### src/rtl/vccf_pkg.sv
// Package for the view cull and centroid follow block.
// Holds the item and result types, the datapath command and status types, and constants.
// Used by every module in rtl/; depends on nothing else.
`default_nettype none

package vccf_pkg;

  localparam int FRACTION_BITS = 16;

  // Serial divider geometry: 49 quotient bits, 40-bit divisor.
  localparam int DIV_BITS = 49;
  localparam int DIV_CNT_W = 6;
  localparam int REM_W = 40;

  // Zoom step is one hundredth of the zoom scale.
  localparam int ZOOM_DIVISOR = 100;

  // floor(z / 100) == (z * ZOOM_RECIP) >> ZOOM_RECIP_SHIFT for every 32-bit z.
  localparam logic [31:0] ZOOM_RECIP = 32'h51EB_851F;
  localparam int ZOOM_RECIP_SHIFT = 37;

  // Reset values of the configuration registers.
  localparam logic [31:0] ZOOM_RESET = 32'(1) << FRACTION_BITS;
  localparam logic [12:0] WIDTH_RESET = 13'd640;
  localparam logic [12:0] HEIGHT_RESET = 13'd480;

  typedef enum logic [2:0] {
    CFG_ZOOM_SCALE    = 3'd0,
    CFG_CAMERA_X      = 3'd1,
    CFG_CAMERA_Y      = 3'd2,
    CFG_SCREEN_WIDTH  = 3'd3,
    CFG_SCREEN_HEIGHT = 3'd4,
    CFG_AUTO_FOLLOW   = 3'd5
  } cfg_idx_e;

  typedef struct packed {
    logic signed [47:0] body_x;
    logic signed [47:0] body_y;
    logic [31:0]        body_mass;
    logic [15:0]        body_radius;
    logic               frame_end;
  } body_t;

  typedef struct packed {
    logic               kind;
    logic signed [15:0] screen_x;
    logic signed [15:0] screen_y;
    logic [15:0]        screen_radius;
    logic signed [47:0] target_x;
    logic signed [47:0] target_y;
    logic [31:0]        target_zoom;
    logic               zoom_out;
    logic               last;
  } result_t;

  // Datapath operations issued by the controller.
  typedef enum logic [4:0] {
    OP_NONE,
    OP_LOAD,
    OP_MLO_X,
    OP_MHI_X,
    OP_DIV_CX,
    OP_WB_CX,
    OP_MLO_Y,
    OP_MHI_Y,
    OP_DIV_CY,
    OP_WB_CY,
    OP_LIM_X,
    OP_CMP_X,
    OP_LIM_Y,
    OP_CMP_Y,
    OP_DIV_SX,
    OP_WB_SX,
    OP_DIV_SY,
    OP_WB_SY,
    OP_DIV_R,
    OP_WB_R,
    OP_EMIT_PT,
    OP_MUL_Z,
    OP_WB_Z,
    OP_EMIT_SUM
  } dp_op_e;

  typedef struct packed {
    dp_op_e op;
  } dp_cmd_t;

  typedef struct packed {
    logic sum_nz;
    logic visible;
    logic frame_end;
    logic auto_follow;
    logic div_done;
    logic out_free;
  } dp_status_t;

endpackage

`default_nettype wire

### src/rtl/vccf_ctrl.sv
// Controller state machine that sequences the datapath for one body item.
// Depends on vccf_pkg for the command and status types.
`default_nettype none

module vccf_ctrl (
  input  wire logic                 clk_i,
  input  wire logic                 rst_ni,
  input  wire logic                 in_valid_i,
  output logic                      in_stall_o,
  input  wire vccf_pkg::dp_status_t status_i,
  output vccf_pkg::dp_cmd_t         cmd_o
);
  import vccf_pkg::*;

  typedef enum logic [4:0] {
    ST_IDLE,
    ST_MLO_X, ST_MHI_X, ST_DIV_CX, ST_WAIT_CX,
    ST_MLO_Y, ST_MHI_Y, ST_DIV_CY, ST_WAIT_CY,
    ST_LIM_X, ST_CMP_X, ST_LIM_Y, ST_CMP_Y, ST_CHK,
    ST_DIV_SX, ST_WAIT_SX, ST_DIV_SY, ST_WAIT_SY, ST_DIV_R, ST_WAIT_R,
    ST_EMIT_PT, ST_MUL_Z, ST_WB_Z, ST_EMIT_SUM
  } state_e;

  state_e state_q, state_d;
  state_e after_body;

  // Where to go once the body itself is done.
  always_comb begin
    if (!status_i.frame_end) begin
      after_body = ST_IDLE;
    end else if (status_i.auto_follow) begin
      after_body = ST_MUL_Z;
    end else begin
      after_body = ST_EMIT_SUM;
    end
  end

  // Command decode and next state.
  always_comb begin
    state_d   = state_q;
    cmd_o.op  = OP_NONE;
    case (state_q)
      ST_IDLE: begin
        if (in_valid_i) begin
          cmd_o.op = OP_LOAD;
          state_d  = ST_MLO_X;
        end
      end
      ST_MLO_X: begin
        if (status_i.sum_nz) begin
          cmd_o.op = OP_MLO_X;
          state_d  = ST_MHI_X;
        end else begin
          state_d = ST_LIM_X;
        end
      end
      ST_MHI_X: begin
        cmd_o.op = OP_MHI_X;
        state_d  = ST_DIV_CX;
      end
      ST_DIV_CX: begin
        cmd_o.op = OP_DIV_CX;
        state_d  = ST_WAIT_CX;
      end
      ST_WAIT_CX: begin
        if (status_i.div_done) begin
          cmd_o.op = OP_WB_CX;
          state_d  = ST_MLO_Y;
        end
      end
      ST_MLO_Y: begin
        cmd_o.op = OP_MLO_Y;
        state_d  = ST_MHI_Y;
      end
      ST_MHI_Y: begin
        cmd_o.op = OP_MHI_Y;
        state_d  = ST_DIV_CY;
      end
      ST_DIV_CY: begin
        cmd_o.op = OP_DIV_CY;
        state_d  = ST_WAIT_CY;
      end
      ST_WAIT_CY: begin
        if (status_i.div_done) begin
          cmd_o.op = OP_WB_CY;
          state_d  = ST_LIM_X;
        end
      end
      ST_LIM_X: begin
        cmd_o.op = OP_LIM_X;
        state_d  = ST_CMP_X;
      end
      ST_CMP_X: begin
        cmd_o.op = OP_CMP_X;
        state_d  = ST_LIM_Y;
      end
      ST_LIM_Y: begin
        cmd_o.op = OP_LIM_Y;
        state_d  = ST_CMP_Y;
      end
      ST_CMP_Y: begin
        cmd_o.op = OP_CMP_Y;
        state_d  = ST_CHK;
      end
      ST_CHK: begin
        state_d = status_i.visible ? ST_DIV_SX : after_body;
      end
      ST_DIV_SX: begin
        cmd_o.op = OP_DIV_SX;
        state_d  = ST_WAIT_SX;
      end
      ST_WAIT_SX: begin
        if (status_i.div_done) begin
          cmd_o.op = OP_WB_SX;
          state_d  = ST_DIV_SY;
        end
      end
      ST_DIV_SY: begin
        cmd_o.op = OP_DIV_SY;
        state_d  = ST_WAIT_SY;
      end
      ST_WAIT_SY: begin
        if (status_i.div_done) begin
          cmd_o.op = OP_WB_SY;
          state_d  = ST_DIV_R;
        end
      end
      ST_DIV_R: begin
        cmd_o.op = OP_DIV_R;
        state_d  = ST_WAIT_R;
      end
      ST_WAIT_R: begin
        if (status_i.div_done) begin
          cmd_o.op = OP_WB_R;
          state_d  = ST_EMIT_PT;
        end
      end
      ST_EMIT_PT: begin
        if (status_i.out_free) begin
          cmd_o.op = OP_EMIT_PT;
          state_d  = after_body;
        end
      end
      ST_MUL_Z: begin
        cmd_o.op = OP_MUL_Z;
        state_d  = ST_WB_Z;
      end
      ST_WB_Z: begin
        cmd_o.op = OP_WB_Z;
        state_d  = ST_EMIT_SUM;
      end
      ST_EMIT_SUM: begin
        if (status_i.out_free) begin
          cmd_o.op = OP_EMIT_SUM;
          state_d  = ST_IDLE;
        end
      end
      default: begin
        state_d = ST_IDLE;
      end
    endcase
  end

  // State register.
  always_ff @(posedge clk_i or negedge rst_ni) begin
    if (!rst_ni) begin
      state_q <= ST_IDLE;
    end else begin
      state_q <= state_d;
    end
  end

  assign in_stall_o = (state_q != ST_IDLE);

endmodule

`default_nettype wire

### config.mk
export PLATFORM = sky130hd
export DESIGN_NAME = vccf_ctrl
export DESIGN_NICKNAME = d
export VERILOG_FILES = /design/src/rtl/vccf_pkg.sv /design/src/rtl/vccf_ctrl.sv
export SDC_FILE = /design/constraint.sdc
export NUM_CORES = 1
export LEC_CHECK = 0
export BUFFER_PORTS_ARGS = -buffer_cell sky130_fd_sc_hd__buf_2
export CAP_MARGIN = 15
export CORE_MARGIN = 10
export CORE_UTILIZATION = 49
export CTS_CLUSTER_SIZE = 16
export DETAILED_ROUTE_END_ITERATION = 12
export HOLD_SLACK_MARGIN = 0.1
export PLACE_DENSITY_LB_ADDON = 0.12
export SYNTH_ARGS = -nofsm -noshare
export SYNTH_HDL_FRONTEND = slang
export SYNTH_SLANG_ARGS = --single-unit
### constraint.sdc
create_clock -name clk_i -period 1.5 [get_ports clk_i]
set_input_delay 0.15 -clock clk_i [delete_from_list [all_inputs] [get_ports clk_i]]
set_output_delay 0.15 -clock clk_i [all_outputs]
set_load 0.01 [all_outputs]
==> results.yml, run 1 <==
grt:
  antenna_found_initial: 0
  grt_overflow: 0
  grt_max_degree: 16
  grt_pass1_vias: 1220
  gr-usage-all-layers: 0.205
  grt_first_pass_wirelength_um: 5800
worst_hold_path:
  hold_class: "in -> async"
yosys:
  ys_seq_elements: 5
  ys_async_sr_fraction: 1.00
  synth-edff-count: 0
  yosysWarningCount: 0
  netlist_instances: 112
  synth_area_um2: 798
  synth_area_leaders: "dfrtp_1 16%, nand2_1 6.6%, buf_2 5.0%"
  syn_area_per_cell_um2: 7.13
  synth_cell_types: 44
  synth_ff_type: "dfrtp_1"
  yosysTopAreaCell: "dfrtp_1"
  syn-num-nets: 121
  yosysSeqAreaShare: 0.157
  yosysTopAreaCellShare: 0.157
floorplanning:
  fp-row-count: 14
  core_region_area_mm2: 0.00152
  die_w_um: 60.4
  io_pins: 15
  dieHeight_um: 60.4
  initial_core_util: 0.524
  fp.dieArea_mm2: 0.00364
route:
  drc: 0
  antenna_left: 0
  dr_total_vias: 1379
  wirelength_um: 4880
  drt-wirelength-per-cell_um: 26.7
  vias_per_cell: 7.54
  drt_iter0_markers: 277
  drtPass1Iterations: 5
power:
  switching_share: 0.506
  p_leak_uw: 0.000633
  clkPwrFrac: 0.054
  power_switching_uw: 1840
  finalPower_uw: 3630
  comb_power_share: 0.861
  vdd_ir_drop_max_mv: 1.79
  power_density_mw_per_mm2: 2490
  intPower_uw: 1790
  p_seq_frac: 0.086
timing:
  fmax_mhz: 505
  finalSetupTns_ns: -3.48
  setup_viol: 11
  setup_ws_ns: -0.481
  relSlewSlack: 0.755
  worst_pin_slew_ns: 0.366
  fin_worst_skew_ns: 0.0196
  hold_viol: 0
  slew_violations: 0
  rsz0062_at_grt: "yes"
  period_share: 1.32
  period_minus_slack_ns: 1.98
finish:
  final_util: 0.959
  design_area_mm2: 0.00146
  multi_input_area_um2: 752
  finalNetCount: 177
  largest_register_ff_count: 5
  area_delta_synth_final_pct: 83.1
  insertedDiodeCount: 0
  num-fill-cells: 36
  drive_gt1_frac: 0.593
  seqCellArea_um2: 130
  top_register: "state_q"
  top_regs: "state_q x5"
clock_tree:
  insertion_delay_ns: 0.29
  cts_made_buffers: 3
  clockBufferDepth: 2
  path_clk_slew_ns: 0.06
  htree_num_levels: 1
  cts_sinks: 5
  root_buffer: "clkbuf_4"
  cts_tree: "built"
critical_path:
  cp.arrival_ns: 2.13
  slowest_stage: "or4_4"
  reg2reg_depth: 6
  crit_cells: 6
  endpoint_kind: "flip-flop"
  path_delay_family: "compound AO/OA/AOI/OAI gates"
  critPathRequiredTime_ns: 1.65
  cp_slowest_stage_delay_ns: 0.54
  crit_chain: "buf_4 -> or4_4 -> a31oi_4 -> a211oi_2 -> a21oi_1 -> o21ai_1"
  cp_max_fo: 5
  startpoint_type: "flip-flop"
  r2r-start: "state_q[4]"
  cp-startpoint: "state_q[4]"
  worstPathBufferInverterCount: 1
  worstSetupPathType: "reg -> reg"
placement:
  placed_cell_area_mm2: 0.00107
  routabilityCongestion: 0.891
  place_ws_ns: -0.213
  hpwl_um: 2040
  port_buffers: 14
run_status:
  status: "finished, violations left"
  violations: "setup timing"
run:
  cap_violations: 0
## what timing repair did
item                                   4_1_cts  5_1_grt
gates resized for setup                     36       25
hold buffers                                 1        0
endpoints found under the hold margin        5        0
setup endpoints to repair                   11       11
setup buffers                               12        6
pin swaps                                   13       11
## synthesized netlist by cell type, drive strengths merged, types with 4 or more instances
cell type	n
nor2b	4
nor3b	4
dfrtp	5
buf	10
o21ai	6
nor2	8
o211ai	4
a21oi	7
nand3	5
nand2	14
a211oi	4
or3	4
nor3	4
## final cells by class
class                      count  share of cell area
timing repair buffer          63               0.354
clock buffer                   4              0.0180
tap                           16              0.0137
sequential                     5              0.0890
multi-input combinational     93               0.515
inverter                       2              0.0103
## final timing paths
check / slack [ns] / endpoint
worst min register to register: 0.79 / state_q[0]
worst max register to register: -0.48 / state_q[1]
worst max-delay path: -0.48 / state_q[1]
min in group clk_i: 0.39 / state_q[4]
worst min-delay path: 0.25 / state_q[0]
max in group asynchronous: 1.07 / state_q[3]
## cells in the final DEF (no fill, tap or decap), types with 3 or more instances in the layout
master	n
buf_4	30
buf_2	15
buf_6	14
nand2_1	12
nor2_1	7
a21oi_1	5
or3_1	4
o211ai_1	4
a211oi_2	4
dfrtp_2	4
nor3b_1	3
nand3_1	3
o21ai_0	3
clkbuf_4	3
## cell families after synthesis
logic type                synth area share
DFF                                  0.157
and+or+nand+nor                      0.389
muxes                               0.0125
buffers and inverters               0.0972
xor gates and xnor gates            0.0110
AOI/OAI and AO/OA                    0.334
## power by group through the flow
stage | Combinational (uW) | Sequential [uW] | Clock, uW
6_report | 3130 | 311 | 195
3_3_place_gp | 1790 | 319 | 0
3_5_place_dp | 1810 | 322 | 0
2_1_floorplan | 1220 | 242 | 0
5_1_grt | 3230 | 315 | 198
4_1_cts | 2360 | 287 | 169
## through the flow
step | hold WS [ns] | std cells
floorplan | -0.146 | 112
global placement | -0.0357 | 162
detailed placement | -0.0320 | 162
CTS | 0.236 | 178
global route | 0.281 | 183
finish | 0.251 | 183
## metal layers
| metal | track usage | part of all wire | vias to the layer above |
|---|---|---|---|
| met5 | 0 | 0 | - |
| met4 | 0.0994 | 0.086 | 0 |
| met3 | 0.0898 | 0.13 | 58 |
| met2 | 0.335 | 0.45 | 169 |
| met1 | 0.221 | 0.34 | 619 |
| li1 | - | - | 533 |
Note: power is estimated with default switching activity, not from simulation.
==> inputs of run 2 (changes only) <==
--- a/config.mk
+++ b/config.mk
@@ -8,7 +8,7 @@
 export BUFFER_PORTS_ARGS = -buffer_cell sky130_fd_sc_hd__buf_2
 export CAP_MARGIN = 15
 export CORE_MARGIN = 10
-export CORE_UTILIZATION = 49
+export CORE_UTILIZATION = 55
 export CTS_CLUSTER_SIZE = 16
 export DETAILED_ROUTE_END_ITERATION = 12
 export HOLD_SLACK_MARGIN = 0.1
==> constraint.sdc (replaced) <==
create_clock -name clk_i -period 2.4 [get_ports clk_i]
set_input_delay 0.24 -clock clk_i [delete_from_list [all_inputs] [get_ports clk_i]]
set_output_delay 0.24 -clock clk_i [all_outputs]
set_load 0.01 [all_outputs]
==> run 2 against run 1 <==
Compared with the run above: the flow now finishes without violations; global-route usage fell by 6.1 points; critical endpoint is now cmd_o[0]; core utilization down 29 points; clock-buffer cell count unchanged; largest power group unchanged; first-iteration DRC count fell by 87%; sequential share of layout area increased by 5.0 points; critical path depth is 1 lower; cell count shrank 23%; routed wire length is 51% lower.
==> results.yml, run 2 (synthesis results as in run 1) <==
finish:
  insertedDiodeCount: 0
  drive_gt1_frac: 0.240
  final_cells: 140
  area_delta_synth_final_pct: 12.5
  top_register: "state_q"
  num-fill-cells: 121
  layout_common_cells: "14 x nand2_1, 14 x buf_2, 8 x nor2_1"
  finalNetCount: 135
  largest_register_ff_count: 5
  top_regs: "state_q x5"
critical_path:
  slowest_stage: "dfrtp_1"
  critPathRequiredTime_ns: 2.16
  worstPathBufferInverterCount: 1
  cp_slowest_stage_delay_ns: 0.77
  crit_chain: "nor2b_1 -> a211oi_1 -> a221o_1 -> mux2i_1 -> buf_2"
  cp.arrival_ns: 1.99
  worstSetupPathType: "reg -> out"
  endpoint_kind: "output pin"
  path_delay_family: "flip-flops"
  startpoint_type: "flip-flop"
  cp_max_fo: 25
  timing.reg2reg.setup_slack_ns: 0.34
timing:
  finalSetupTns_ns: 0
  setup_ws_ns: 0.168
  period_share: 0.930
  fmax_mhz: 448
  rsz0062_at_grt: "no"
  worst_pin_slew_ns: 0.670
  relSlewSlack: 0.554
  setup_viol: 0
  period_minus_slack_ns: 2.23
  worst_hold_slack_ns: 0.348
  slew_violations: 0
  hold_viol: 0
  fin_worst_skew_ns: 0.000305
clock_tree:
  clockBufferDepth: 2
  cts_setup_buffers: 0
  cts_resized: 0
  ctsHoldBuffers: 1
  cts_sinks: 5
  root_buffer: "clkbuf_4"
  cts_made_buffers: 3
  htree_num_levels: 1
  path_clk_slew_ns: 0.04
  cts_tree: "built"
  insertion_delay_ns: 0.25
grt:
  antenna_found_initial: 0
  grt_first_pass_wirelength_um: 4060
  grt_pass1_vias: 872
  grt_max_degree: 26
  gr-usage-all-layers: 0.143
  grt_overflow: 0
worst_hold_path:
  hold_class: "in -> async"
floorplanning:
  dieHeight_um: 58.1
  io_pins: 15
  fp-row-count: 13
  core_region_area_mm2: 0.00133
  die_w_um: 58.1
  fp.dieArea_mm2: 0.00338
  initial_core_util: 0.598
route:
  dr_total_vias: 925
  drtPass1Iterations: 4
  antenna_left: 0
  wirelength_um: 2380
  vias_per_cell: 6.61
  drt-wirelength-per-cell_um: 17.0
  drt_iter0_markers: 36
  drc: 0
placement:
  port_buffers: 14
  dp_cells: 135
  hpwl_um: 1700
  place_ws_ns: 0.371
  routabilityCongestion: 0.878
power:
  vdd_ir_drop_max_mv: 0.830
  power_density_mw_per_mm2: 1370
  p_leak_uw: 0.000357
run_status:
  status: "finished clean"
run:
  cap_violations: 0
-- run 2: cell count changes in the layout (fill, tap and decap cells not counted), moves of 4 or more --
cell | before | now
dfrtp_1 | 1 | 5
buf_6 | 14 | 0
buf_4 | 30 | 6
dfrtp_2 | 4 | 0
-- run 2: cell type report --
cell class              instances  area (um2)  share of cell area
inverters                       2        7.51             0.00836
repair buffers                 21         125               0.139
multi-input cells              93         596               0.663
clock buffers                   4        26.3              0.0292
flip-flops and latches          5         125               0.139
well taps                      15        18.8              0.0209
-- run 2: through the flow --
step	utilization	instance area, um2	power [uW]
floorplan	-	798	902
global placement	0.646	862	1090
detailed placement	0.646	862	1110
CTS	0.674	898	1220
global route	0.674	898	1350
finish	0.674	898	1230
-- run 2: path summary, 6_finish.rpt --
check | from | end | depth (start not counted)
min reg2reg | state_q[4] | state_q[4] | 4
min in group clk_i | status_i[4] | state_q[0] | 4
max | state_q[2] | cmd_o[0] | 5
max in group asynchronous | rst_ni | state_q[3] | 2
min | rst_ni | state_q[2] | 2
max reg2reg | state_q[2] | state_q[3] | 5
-- run 2: layer usage --
| metal | global-route usage | share of wire | up-vias |
|---|---|---|---|
| li1 | - | - | 450 |
| met1 | 0.175 | 0.42 | 424 |
| met4 | 0.0436 | 0.018 | 0 |
| met3 | 0.0458 | 0.082 | 6 |
| met2 | 0.232 | 0.48 | 45 |
| met5 | 0 | 0 | - |
-- run 2: power by group --
group | internal [uW] | leakage, uW | switching, uW | total [uW]
registers | 124 | 0.0000614 | 128 | 252
logic | 388 | 0.000281 | 487 | 875
clock network | 63.1 | 0.0000150 | 37.7 | 101
total | 575 | 0.000357 | 653 | 1230
==> inputs of run 3 (changes only) <==
==> constraint.sdc (replaced) <==
create_clock -name clk_i -period 2.4 [get_ports clk_i]
set_input_delay 0.48 -clock clk_i [delete_from_list [all_inputs] [get_ports clk_i]]
set_output_delay 0.48 -clock clk_i [all_outputs]
set_load 0.01 [all_outputs]
==> run 3 against run 2 <==
Compared with the run above: largest cell class unchanged; sequential power rose by 14%; die area did not move; register-to-register slack improved by 0.15 ns; critical path type unchanged; final area rose by 0.42%; setup slack got worse by 0.065 ns; clock-buffer cell count did not move; total power rose by 0.54%.
==> results.yml, run 3 (synthesis results as in run 1) <==
run_status:
  status: "finished clean"
grt:
  grt_max_degree: 26
  grt_first_pass_wirelength_um: 3740
  antenna_found_initial: 0
  gr-usage-all-layers: 0.132
  grt_pass1_vias: 819
  grt_overflow: 0
critical_path:
  startpoint_type: "flip-flop"
  cp_slowest_stage_delay_ns: 0.60
  worstSetupPathType: "reg -> out"
  slowest_stage: "dfrtp_2"
  worstPathBufferInverterCount: 1
  endpoint_kind: "output pin"
  cp_max_fo: 25
  cp.arrival_ns: 1.82
  critPathRequiredTime_ns: 1.92
  crit_chain: "nor2b_1 -> a211oi_1 -> a221o_1 -> mux2i_1 -> buf_2"
  path_delay_family: "compound AO/OA/AOI/OAI gates"
clock_tree:
  htree_num_levels: 1
  cts_sinks: 5
  cts_setup_buffers: 0
  insertion_delay_ns: 0.24
  path_clk_slew_ns: 0.05
  cts_made_buffers: 3
  cts_tree: "built"
  clockBufferDepth: 2
  root_buffer: "clkbuf_4"
worst_hold_path:
  hold_class: "in -> async"
floorplanning:
  core_region_area_mm2: 0.00133
  dieHeight_um: 58.1
  fp-row-count: 13
  die_w_um: 58.1
  fp.dieArea_mm2: 0.00338
  io_pins: 15
  initial_core_util: 0.598
run:
  cap_violations: 0
timing:
  slew_violations: 0
  period_share: 0.957
  setup_viol: 0
  fmax_mhz: 435
  rsz0062_at_grt: "no"
  finalSetupTns_ns: 0
  worst_pin_slew_ns: 0.479
  fin_worst_skew_ns: 0.00527
  relSlewSlack: 0.677
  period_minus_slack_ns: 2.30
  hold_viol: 0
route:
  drt_iter0_markers: 52
  drtPass1Iterations: 4
  drt-wirelength-per-cell_um: 16.8
  wirelength_um: 2360
  dr_total_vias: 961
  antenna_left: 0
  drc: 0
  vias_per_cell: 6.86
power:
  power_density_mw_per_mm2: 1370
  vdd_ir_drop_max_mv: 1.08
  p_leak_uw: 0.000354
  finalPower_uw: 1230
finish:
  top_register: "state_q"
  drive_gt1_frac: 0.264
  insertedDiodeCount: 0
  area_delta_synth_final_pct: 13.0
  layout_common_cells: "14 x nand2_1, 14 x buf_2, 8 x nor2_1"
  top_regs: "state_q x5"
  largest_register_ff_count: 5
  finalNetCount: 135
placement:
  port_buffers: 14
  routabilityCongestion: 0.887
  hpwl_um: 1700
-- run 3: what timing repair did --
item,CTS,global route
resized for setup,1,2
endpoints found under the setup margin,1,3
gates cloned,0,0
hold endpoints to repair,5,0
hold buffers,1,0
-- run 3: final timing paths --
kind | depth (start not counted) | slack (ns) | startpoint | end
min | 2 | 0.59 | rst_ni | state_q[4]
min in group clk_i | 2 | 0.74 | state_q[1] | state_q[1]
max reg2reg | 5 | 0.49 | state_q[2] | state_q[3]
min reg2reg | 2 | 0.74 | state_q[1] | state_q[1]
max in group asynchronous | 2 | 1.66 | rst_ni | state_q[1]
max | 5 | 0.10 | state_q[2] | cmd_o[0]
-- run 3: report_power, final --
group          leakage (uW)  internal (uW)  switching (uW)
Sequential        0.0000583            129             158
Combinational      0.000281            388             461
Clock             0.0000150           63.0            36.1
-- run 3: area by class of cell --
| type | instances | area, um2 |
|---|---|---|
| flip-flops and latches | 5 | 129 |
| fillers | 118 | 432 |
| well taps | 15 | 18.8 |
| clock buffers | 4 | 26.3 |
| multi-input cells | 93 | 596 |
| inverters | 2 | 7.51 |
| repair buffers | 21 | 125 |
-- run 3: layer usage --
layer  up-vias  part of all wire  GRT usage
li1        448                 -          -
met1       444              0.40      0.160
met2        61              0.47      0.213
met3         8              0.10     0.0349
met4         0             0.025     0.0570
met5         -                 0          0
-- run 3: metrics by stage --
stage / area (um2) / hold WS (ns) / utilization / instances / setup WS [ns]
after floorplan: 798 / 0.184 / - / 112 / 0.438
after global placement: 862 / 0.295 / 0.646 / 135 / 0.342
after detailed placement: 862 / 0.299 / 0.646 / 135 / 0.197
after CTS: 900 / 0.577 / 0.674 / 140 / 0.0791
after global routing: 902 / 0.603 / 0.676 / 140 / 0.0164
final: 902 / 0.588 / 0.676 / 140 / 0.103
